<file path="src/rtl/rc_link_frame_parser_macros.svh">
// Assertion macros used by the parser top level.
`ifndef RC_LINK_FRAME_PARSER_MACROS_SVH
`define RC_LINK_FRAME_PARSER_MACROS_SVH

`ifndef ASSERT_OFF

// The consequent must hold in the same cycle as the antecedent.
`define RCLFP_ASSERT_SAME(lbl, clk, rstn, ante, cons) \
    lbl: assert property (@(posedge clk) disable iff (!(rstn)) (ante) |-> (cons)) \
        else $error("rclfp assertion failed");

// The consequent must hold in the cycle after the antecedent.
`define RCLFP_ASSERT_NEXT(lbl, clk, rstn, ante, cons) \
    lbl: assert property (@(posedge clk) disable iff (!(rstn)) (ante) |=> (cons)) \
        else $error("rclfp assertion failed");

`else

`define RCLFP_ASSERT_SAME(lbl, clk, rstn, ante, cons)
`define RCLFP_ASSERT_NEXT(lbl, clk, rstn, ante, cons)

`endif

`endif

</file>
<file path="src/rtl/rclfp_pkg.sv">
`default_nettype none

package rclfp_pkg;

    localparam int MAX_FRAME_DEF = 64;
    localparam int CHANNELS_DEF  = 16;

    localparam logic [7:0] SYNC_BYTE   = 8'hC8;
    localparam logic [7:0] TYPE_RC     = 8'h16;
    localparam logic [7:0] CRC_POLY    = 8'hD5;
    localparam logic [7:0] MIN_LEN     = 8'd24;   // type byte + 22 payload bytes + CRC
    localparam logic [7:0] MIN_BODY    = 8'd2;

    localparam int         RAW_W       = 11;
    localparam logic [10:0] RAW_LO     = 11'd172;
    localparam logic [10:0] RAW_HI     = 11'd1811;
    localparam logic [10:0] PULSE_BASE = 11'd1000;

    // floor(y * 1000 / 1639) == (y * SCALE_MUL) >> SCALE_SHIFT for y in 0..1639.
    localparam int          SCALE_SHIFT = 22;
    localparam logic [21:0] SCALE_MUL   = 22'd2559063;
    localparam int          PROD_W      = RAW_W + SCALE_SHIFT;

    localparam int ACC_W = 18;   // at most 10 leftover bits plus one byte
    localparam int CNT_W = 5;

    typedef struct packed {
        logic load_len;
        logic store_body;
        logic start_unpack;
        logic rd_issue;
        logic rd_load;
        logic mul;
        logic emit;
    } t_ctrl_cmd;

    typedef struct packed {
        logic is_sync;
        logic len_ok;
        logic body_last;
        logic frame_good;
        logic bits_ready;
        logic last_chan;
        logic out_free;
    } t_dp_status;

    function automatic logic [7:0] crc_update(input logic [7:0] crc, input logic [7:0] b);
        logic [7:0] c;
        c = crc ^ b;
        for (int k = 0; k < 8; k++) begin
            c = c[7] ? ((c << 1) ^ CRC_POLY) : (c << 1);
        end
        return c;
    endfunction

endpackage

`default_nettype wire

</file>
<file path="src/rtl/rclfp_ram.sv">
`default_nettype none

module rclfp_ram #(
    parameter int WIDTH = 8,
    parameter int DEPTH = 64
) (
    input  wire                      i_clk,
    input  wire                      i_wr_en,
    input  wire  [$clog2(DEPTH)-1:0] i_wr_addr,
    input  wire  [WIDTH-1:0]         i_wr_data,
    input  wire                      i_rd_en,
    input  wire  [$clog2(DEPTH)-1:0] i_rd_addr,
    output logic [WIDTH-1:0]         o_rd_data
);

    logic [WIDTH-1:0] r_mem [DEPTH];

    always_ff @(posedge i_clk) begin
        if (i_wr_en) begin
            r_mem[i_wr_addr] <= i_wr_data;
        end
        if (i_rd_en) begin
            o_rd_data <= r_mem[i_rd_addr];
        end
    end

endmodule

`default_nettype wire

</file>
<file path="src/rtl/rclfp_ctrl.sv">
`default_nettype none

module rclfp_ctrl (
    input  wire                   i_clk,
    input  wire                   i_rst_n,
    input  wire                   i_rx_valid,
    output logic                  o_rx_ready,
    input  rclfp_pkg::t_dp_status i_stat,
    output rclfp_pkg::t_ctrl_cmd  o_cmd
);

    typedef enum logic [2:0] {
        ST_SYNC,
        ST_LEN,
        ST_BODY,
        ST_FETCH,
        ST_LOAD,
        ST_MUL,
        ST_EMIT
    } t_state;

    t_state r_state;
    t_state n_state;
    logic   rx_take;

    assign o_rx_ready = (r_state == ST_SYNC) || (r_state == ST_LEN) || (r_state == ST_BODY);
    assign rx_take    = i_rx_valid && o_rx_ready;

    always_comb begin
        n_state = r_state;
        o_cmd   = '0;
        unique case (r_state)
            ST_SYNC: begin
                if (rx_take && i_stat.is_sync) begin
                    n_state = ST_LEN;
                end
            end
            ST_LEN: begin
                if (rx_take) begin
                    o_cmd.load_len = 1'b1;
                    n_state = i_stat.len_ok ? ST_BODY : ST_SYNC;
                end
            end
            ST_BODY: begin
                if (rx_take) begin
                    o_cmd.store_body = 1'b1;
                    if (i_stat.body_last) begin
                        if (i_stat.frame_good) begin
                            o_cmd.start_unpack = 1'b1;
                            n_state = ST_FETCH;
                        end else begin
                            n_state = ST_SYNC;
                        end
                    end
                end
            end
            ST_FETCH: begin
                if (i_stat.bits_ready) begin
                    n_state = ST_MUL;
                end else begin
                    o_cmd.rd_issue = 1'b1;
                    n_state = ST_LOAD;
                end
            end
            ST_LOAD: begin
                o_cmd.rd_load = 1'b1;
                n_state = ST_FETCH;
            end
            ST_MUL: begin
                o_cmd.mul = 1'b1;
                n_state = ST_EMIT;
            end
            ST_EMIT: begin
                if (i_stat.out_free) begin
                    o_cmd.emit = 1'b1;
                    n_state = i_stat.last_chan ? ST_SYNC : ST_FETCH;
                end
            end
            default: begin
                n_state = ST_SYNC;
            end
        endcase
    end

    always_ff @(posedge i_clk) begin
        if (!i_rst_n) begin
            r_state <= ST_SYNC;
        end else begin
            r_state <= n_state;
        end
    end

endmodule

`default_nettype wire

</file>
<file path="src/rtl/rclfp_dpath.sv">
`default_nettype none

module rclfp_dpath #(
    parameter int MAX_FRAME = rclfp_pkg::MAX_FRAME_DEF,
    parameter int CHANNELS  = rclfp_pkg::CHANNELS_DEF
) (
    input  wire                   i_clk,
    input  wire                   i_rst_n,
    input  wire  [7:0]            i_rx_byte,
    input  rclfp_pkg::t_ctrl_cmd  i_cmd,
    output rclfp_pkg::t_dp_status o_stat,
    input  wire                   i_out_ready,
    output logic                  o_out_valid,
    output logic [3:0]            o_channel_index,
    output logic [10:0]           o_pulse_us,
    output logic                  o_last_channel
);

    localparam int AW = $clog2(MAX_FRAME);

    logic [7:0]                       r_len;
    logic [7:0]                       r_count;
    logic [7:0]                       r_crc;
    logic                             r_type_ok;
    logic [rclfp_pkg::ACC_W-1:0]      r_acc;
    logic [rclfp_pkg::CNT_W-1:0]      r_bit_cnt;
    logic [AW-1:0]                    r_rd_addr;
    logic [3:0]                       r_chan;
    logic [9:0]                       r_scaled;
    logic                             r_out_valid;

    logic [7:0]                       ram_rd_data;
    logic [8:0]                       count_inc;
    logic [10:0]                      raw;
    logic [10:0]                      clamped;
    logic [10:0]                      offset;
    logic [rclfp_pkg::PROD_W-1:0]     prod;

    rclfp_ram #(
        .WIDTH (8),
        .DEPTH (MAX_FRAME)
    ) u_body_ram (
        .i_clk     (i_clk),
        .i_wr_en   (i_cmd.store_body),
        .i_wr_addr (r_count[AW-1:0]),
        .i_wr_data (i_rx_byte),
        .i_rd_en   (i_cmd.rd_issue),
        .i_rd_addr (r_rd_addr),
        .o_rd_data (ram_rd_data)
    );

    assign count_inc = {1'b0, r_count} + 9'd1;

    assign o_stat.is_sync    = (i_rx_byte == rclfp_pkg::SYNC_BYTE);
    assign o_stat.len_ok     = (i_rx_byte >= rclfp_pkg::MIN_BODY) && (i_rx_byte <= 8'(MAX_FRAME));
    assign o_stat.body_last  = (count_inc >= {1'b0, r_len});
    assign o_stat.frame_good = (r_crc == i_rx_byte) && r_type_ok && (r_len >= rclfp_pkg::MIN_LEN);
    assign o_stat.bits_ready = (r_bit_cnt >= rclfp_pkg::CNT_W'(rclfp_pkg::RAW_W));
    assign o_stat.last_chan  = (r_chan == 4'(CHANNELS - 1));
    assign o_stat.out_free   = !r_out_valid || i_out_ready;

    // Clamp to the valid stick range, then scale by a reciprocal multiply.
    assign raw     = r_acc[rclfp_pkg::RAW_W-1:0];
    assign clamped = (raw < rclfp_pkg::RAW_LO) ? rclfp_pkg::RAW_LO :
                     (raw > rclfp_pkg::RAW_HI) ? rclfp_pkg::RAW_HI : raw;
    assign offset  = clamped - rclfp_pkg::RAW_LO;
    assign prod    = rclfp_pkg::PROD_W'(offset) * rclfp_pkg::PROD_W'(rclfp_pkg::SCALE_MUL);

    always_ff @(posedge i_clk) begin
        if (!i_rst_n) begin
            r_len       <= '0;
            r_count     <= '0;
            r_crc       <= '0;
            r_out_valid <= 1'b0;
        end else begin
            if (i_cmd.load_len) begin
                r_len   <= i_rx_byte;
                r_count <= '0;
                r_crc   <= '0;
            end
            if (i_cmd.store_body) begin
                r_count <= count_inc[7:0];
                if (!o_stat.body_last) begin
                    r_crc <= rclfp_pkg::crc_update(r_crc, i_rx_byte);
                end
            end
            if (i_cmd.emit) begin
                r_out_valid <= 1'b1;
            end else if (i_out_ready) begin
                r_out_valid <= 1'b0;
            end
        end
    end

    always_ff @(posedge i_clk) begin
        if (i_cmd.store_body && (r_count == 8'd0)) begin
            r_type_ok <= (i_rx_byte == rclfp_pkg::TYPE_RC);
        end
        if (i_cmd.start_unpack) begin
            r_acc     <= '0;
            r_bit_cnt <= '0;
            r_rd_addr <= AW'(1);
            r_chan    <= '0;
        end
        if (i_cmd.rd_load) begin
            // Payload bits are packed LSB first, so new bytes land above the leftovers.
            r_acc     <= r_acc | (rclfp_pkg::ACC_W'(ram_rd_data) << r_bit_cnt);
            r_bit_cnt <= r_bit_cnt + rclfp_pkg::CNT_W'(8);
            r_rd_addr <= r_rd_addr + AW'(1);
        end
        if (i_cmd.mul) begin
            r_scaled  <= prod[rclfp_pkg::SCALE_SHIFT +: 10];
            r_acc     <= r_acc >> rclfp_pkg::RAW_W;
            r_bit_cnt <= r_bit_cnt - rclfp_pkg::CNT_W'(rclfp_pkg::RAW_W);
        end
        if (i_cmd.emit) begin
            o_channel_index <= r_chan;
            o_pulse_us      <= rclfp_pkg::PULSE_BASE + {1'b0, r_scaled};
            o_last_channel  <= o_stat.last_chan;
            r_chan          <= r_chan + 4'd1;
        end
    end

    assign o_out_valid = r_out_valid;

endmodule

`default_nettype wire

</file>
<file path="src/rtl/rc_link_frame_parser.sv">
// RC link frame parser.
// Input channel: one received byte per request on i_rx_byte, handshaken by
// i_rx_valid and o_rx_ready. Output channel: one decoded RC channel per request
// (o_channel_index, o_pulse_us, o_last_channel), handshaken by o_out_valid and
// i_out_ready; o_last_channel marks the final channel of a frame.
// While hunting for sync or receiving a frame, the block takes every byte offered,
// including the byte that completes a frame. After a frame passes its CRC, type
// and length checks, the block stops taking bytes and unpacks the channels from
// the body memory, which has one read port: for each channel it fetches body
// bytes, each through a read issue step and a load step, until enough bits are
// held, then takes one multiply step and one output step.
// The hunt resumes once the last channel is handed to the output register,
// while that result may still wait to be taken.
// A stalled receiver holds the pending result and the unpacking pauses.
// Reset returns the parser to the sync hunt with no result pending; the body
// memory needs no clearing.
`default_nettype none

`include "rc_link_frame_parser_macros.svh"

module rc_link_frame_parser #(
    parameter int MAX_FRAME = rclfp_pkg::MAX_FRAME_DEF,
    parameter int CHANNELS  = rclfp_pkg::CHANNELS_DEF
) (
    input  wire         i_clk,
    input  wire         i_rst_n,
    input  wire         i_rx_valid,
    output logic        o_rx_ready,
    input  wire  [7:0]  i_rx_byte,
    output logic        o_out_valid,
    input  wire         i_out_ready,
    output logic [3:0]  o_channel_index,
    output logic [10:0] o_pulse_us,
    output logic        o_last_channel
);

    rclfp_pkg::t_ctrl_cmd  w_cmd;
    rclfp_pkg::t_dp_status w_stat;

    rclfp_ctrl u_ctrl (
        .i_clk      (i_clk),
        .i_rst_n    (i_rst_n),
        .i_rx_valid (i_rx_valid),
        .o_rx_ready (o_rx_ready),
        .i_stat     (w_stat),
        .o_cmd      (w_cmd)
    );

    rclfp_dpath #(
        .MAX_FRAME (MAX_FRAME),
        .CHANNELS  (CHANNELS)
    ) u_dpath (
        .i_clk           (i_clk),
        .i_rst_n         (i_rst_n),
        .i_rx_byte       (i_rx_byte),
        .i_cmd           (w_cmd),
        .o_stat          (w_stat),
        .i_out_ready     (i_out_ready),
        .o_out_valid     (o_out_valid),
        .o_channel_index (o_channel_index),
        .o_pulse_us      (o_pulse_us),
        .o_last_channel  (o_last_channel)
    );

    // A result is only loaded into an output register that is free.
    `RCLFP_ASSERT_SAME(a_emit_free, i_clk, i_rst_n, w_cmd.emit, w_stat.out_free)
    // Memory data is consumed the cycle after its read is issued.
    `RCLFP_ASSERT_NEXT(a_read_load, i_clk, i_rst_n, w_cmd.rd_issue, w_cmd.rd_load)
    // After the last channel the parser is back hunting for sync.
    `RCLFP_ASSERT_NEXT(a_last_hunt, i_clk, i_rst_n, w_cmd.emit && w_stat.last_chan, o_rx_ready)

endmodule

`default_nettype wire

</file>
<file path="config.mk">
export PLATFORM = sky130hd
export DESIGN_NAME = rc_link_frame_parser
export DESIGN_NICKNAME = d
export VERILOG_FILES = /design/src/rtl/rclfp_pkg.sv /design/src/rtl/rclfp_ram.sv /design/src/rtl/rclfp_ctrl.sv /design/src/rtl/rclfp_dpath.sv /design/src/rtl/rc_link_frame_parser.sv
export VERILOG_INCLUDE_DIRS = /design/src /design/src/rtl
export SDC_FILE = /design/constraint.sdc
export NUM_CORES = 1
export LEC_CHECK = 0
export CORE_UTILIZATION = 45
export CTS_BUF_LIST = sky130_fd_sc_hd__clkbuf_16
export CTS_CLUSTER_SIZE = 28
export DETAILED_ROUTE_END_ITERATION = 10
export DONT_BUFFER_PORTS = 1
export GPL_ROUTABILITY_DRIVEN = 0
export MAX_ROUTING_LAYER = met4
export PLACE_DENSITY = 0.6
export SYNTH_ARGS = -nofsm -noshare
export SYNTH_HDL_FRONTEND = slang
export SYNTH_HIERARCHICAL = 1
export SYNTH_SLANG_ARGS = --single-unit
export TNS_END_PERCENT = 5
</file>
<file path="constraint.sdc">
create_clock -name i_clk -period 14.6 [get_ports i_clk]
set_clock_uncertainty 0.15 [all_clocks]
set_input_delay 2.19 -clock i_clk [delete_from_list [all_inputs] [get_ports i_clk]]
set_output_delay 2.19 -clock i_clk [all_outputs]
set_load 0.01 [all_outputs]
</file>
==> impl_metrics.py <==
metrics = {
    "status": {
        "run_status": "completed",
    },
    "cts": {
        "cts_root_buf": "clkbuf_16",
        "clkSlewWorstSetupHoldPaths_ns": 0.05,
        "cts_sinks": 608,
        "post_cts_buffers": 0,
        "holdBufCountCts": 0,
        "cts_buffers": 67,
        "cts_resized": 0,
        "cts_max_path_buffers": 3,
        "cts_tree": "yes",
        "clock_latency_ns": 0.60,
        "h-tree-depth": 3,
    },
    "drt": {
        "wirelength_um": 63400,
        "ant_nets": 0,
        "drc_errors": 0,
        "drt_iter0_drc": 1409,
        "vias": 15788,
        "viasPerCell": 5.73,
        "avgRoutedWirePerCell_um": 23.0,
        "drtPass1Iterations": 5,
    },
    "global_route": {
        "grt_pass1_wl_um": 97800,
        "gr-total-overflow": 0,
        "antenna_found_initial": 0,
        "track_usage_pct": 20.2,
        "grt_pass1_vias": 15900,
        "grt_max_degree": 100,
    },
    "synth": {
        "syn_area_sq_um": 29000,
        "synthTopCellsByArea": "edfxtp_1 (59%), mux4_2 (9.9%), ha_1 (5.2%), fa_1 (3.7%), dfxtp_1 (2.7%)",
        "ys_ff_latch": 608,
        "synth_area_per_cell_sq_um": 15.6,
        "synthCells": 1859,
        "synth_fp_nets": 2045,
        "synth-main-ff-cell": "edfxtp_1",
        "async_reset_ff_share_pct": 0,
        "ys_types": 95,
        "synth-seq-area-share_pct": 61.6,
        "synth_edf_count": 569,
        "yosysWarnings": 6,
        "yosysTopAreaCellShare_pct": 58.9,
        "synth_area_leader_cell": "edfxtp_1",
    },
    "sta": {
        "final.min_clock_period_ns": 7.98,
        "hold_viol_final": 0,
        "slew_viol_final": 0,
        "fin_setup_tns_ns": 0,
        "timing.fmax_mhz": 125,
        "rsz0062_at_grt": "no",
        "timing.final.crit_share_pct": 54.6,
        "tightest_slew_ns": 1.26,
        "slew_headroom_pct": 15.3,
        "setup_violations": 0,
    },
    "critical_path": {
        "r2r_setup_slack_ns": 6.62,
        "startpoint": "u_dpath/r_acc[3]",
        "cp_max_fo": 7,
        "r2r-end": "u_dpath/r_scaled[2]",
        "critPathMaxStageDelay_ns": 0.90,
        "rr_worst_depth": 21,
        "critical_path_class": "flop to flop",
        "cp_data_arrival_time_ns": 8.28,
        "r2r-start": "u_dpath/r_acc[3]",
        "cp-start-kind": "flop",
        "cpMostUsedCell": "fa_1",
        "worst_setup_path_end_kind": "flop",
        "crit_path_cell_trace": "o21a_1, o41ai_4, a21oi_1, inv_1, ha_1, nor3_1, a21oi_1, o211ai_1, o21ai_0, fa_1, fa_1, fa_1, fa_1, fa_1, ha_1, a2111o_1, a21oi_2, a2111o_1, a21boi_2, or4b_1, nand4_1",
        "worstPathRequired_ns": 14.90,
        "slowest_stage": "o21ai_0",
    },
    "cells_and_area": {
        "nets": 2043,
        "antennaDiodeCount": 0,
        "syn_to_final_growth_pct": 9.51,
        "drive_above_1_share_pct": 14.8,
    },
    "power_and_ir_drop": {
        "p_leak_nw": 11.3,
        "p_per_area_nw_per_um2": 112,
        "total_power_w": 0.00357,
        "vdd_drop_max_mv": 0.0864,
    },
    "worst_hold_path": {
        "hold_depth": 0,
        "holdPathEnd": "u_dpath/o_pulse_us[0]",
        "hold_path_class": "flop to flop",
        "worstHoldStart": "u_dpath/r_scaled[0]",
    },
    "place": {
        "dpl.hpwl_um": 39900,
        "io_buffers": 0,
    },
    "die": {
        "start_util_pct": 45.8,
        "die-area_sq_um": 65500,
        "rows": 92,
        "core_sq_um": 63400,
        "top_level_ports": 30,
        "die_y_um": 256,
        "die_w_um": 256,
    },
    "job": {
        "cap_violations": 0,
    },
}
[critical path: cells and delay by family (launching register included)]
kind / cells / cell delay, ns
AOI/OAI and AO/OA: 10 / 3.13
and+or+nand+nor: 3 / 0.73
adders and majority gates: 7 / 3.20
DFF: 1 / 0.49
buffers and inverters: 1 / 0.13
[cells by family (layout without fill, tap and decap cells)]
kind of cell	Yosys count	count (layout)	share of synthesized area, %
flops	608	608	61.6
simple gates	387	387	6.63
compound gates	232	232	5.51
buf+inv	212	260	3.43
mux	191	191	12.2
fa+ha+maj	174	174	8.87
xor+xnor	55	55	1.82
[state kept, by name, summed over array words and instances (netlist names)]
name                          cells
u_dpath/r_crc                     8
u_dpath/r_count                   8
u_dpath/o_channel_index           4
u_dpath/u_body_ram/r_mem        512
u_dpath/o_out_valid               1
u_dpath/r_bit_cnt                 5
u_dpath/r_len                     8
u_dpath/r_scaled                 10
u_dpath/r_acc                    18
u_dpath/r_chan                    4
u_ctrl/r_state                    3
u_dpath/u_body_ram/o_rd_data      8
u_dpath/o_last_channel            1
u_dpath/r_type_ok                 1
u_dpath/o_pulse_us               11
u_dpath/r_rd_addr                 6
[cells in the final DEF, fill, tap and decap left out, drive strengths merged, types with 5 or more instances in the layout]
master / netlist / routed
mux4: 127 / 127
nand3b: 9 / 9
and3: 11 / 11
o2111ai: 5 / 5
ha: 121 / 121
xnor2: 34 / 34
a221oi: 6 / 6
o221ai: 8 / 8
a2111oi: 6 / 6
o21a: 6 / 6
inv: 130 / 158
or3: 8 / 8
nor3: 17 / 17
fa: 53 / 53
mux2i: 40 / 40
dfxtp: 39 / 39
nand2: 63 / 63
mux2: 24 / 24
a22oi: 5 / 5
a22o: 6 / 6
xor2: 21 / 21
buf: 49 / 10
nand2b: 13 / 13
nand3: 40 / 40
nor4: 5 / 5
a21oi: 62 / 62
a21o: 10 / 10
clkinv: 1 / 20
nor2: 142 / 142
clkbuf: 32 / 68
nand4: 8 / 8
a211oi: 9 / 9
a31oi: 10 / 10
o21ai: 54 / 54
o2bb2ai: 6 / 6
o22ai: 10 / 10
edfxtp: 569 / 569
and2: 10 / 10
nor2b: 37 / 37
[worst max path at each step]
stage / slack, ns / cells after the start / to
after global routing: 6.31 / 21 / u_dpath/r_scaled[2]
after floorplan: 7.64 / 22 / u_dpath/r_scaled[2]
after CTS: 6.72 / 21 / u_dpath/r_scaled[2]
after global placement: 7.02 / 25 / u_dpath/r_scaled[6]
after detailed placement: 6.77 / 21 / u_dpath/r_scaled[2]
final: 6.62 / 21 / u_dpath/r_scaled[2]
[area by class of cell]
type,count,area [sq um]
multi-input combinational,1039,10200
tap,846,1060
fill,5254,31600
clock inverter,51,393
sequential,608,17900
inverter,131,493
clock buffer,68,1700
timing repair buffer,10,87.6
[Yosys cell counts, types with 5 or more instances]
master,number
nor3_1,17
buf_1,5
mux4_2,127
buf_2,18
a22o_1,6
ha_1,121
buf_6,10
nand3_1,40
xnor2_1,30
and2_1,9
a31oi_1,10
mux2i_1,40
a21oi_1,61
nor2_1,142
fa_1,53
o21a_1,6
o21ai_0,45
a2111oi_0,6
edfxtp_1,569
nor4_1,5
nand3b_1,8
o2111ai_1,5
nand2b_1,13
o22ai_1,10
buf_4,14
o2bb2ai_1,6
mux2_2,22
nand2_1,62
or3_1,7
a22oi_1,5
xor2_1,19
nor2b_1,37
inv_1,128
dfxtp_1,39
clkbuf_1,29
a221oi_1,6
a211oi_1,8
nand4_1,8
a21o_1,10
o221ai_1,8
o21ai_1,8
and3_1,10
[metrics by stage]
stage / hold slack [ns] / setup slack, ns / area, sq um / utilization [%] / instances
2_1_floorplan: 0.250 / 7.64 / 29000 / - / 1859
3_3_place_gp: 0.263 / 7.02 / 29700 / 46.8 / 2634
3_5_place_dp: 0.262 / 6.77 / 29700 / 46.8 / 2634
4_1_cts: 0.295 / 6.72 / 31800 / 50.1 / 2753
5_1_grt: 0.305 / 6.31 / 31800 / 50.1 / 2753
6_report: 0.284 / 6.62 / 31800 / 50.1 / 2753
[power breakdown]
group          leakage, nW  internal [W]  switching [W]
Combinational         4.83     0.0000294      0.0000354
Sequential            5.40       0.00190    0.000000148
Clock                 1.11      0.000923       0.000680
Total                 11.3       0.00286       0.000716
[metal layers]
metal	GRT usage (%)	vias up	wire length (um)
li1	-	7118	-
met1	27.2	8172	28000
met2	32.2	401	31000
met3	2.88	97	2890
met4	5.32	0	1480
met5	-	-	0
(Power assumes the default switching activity.)
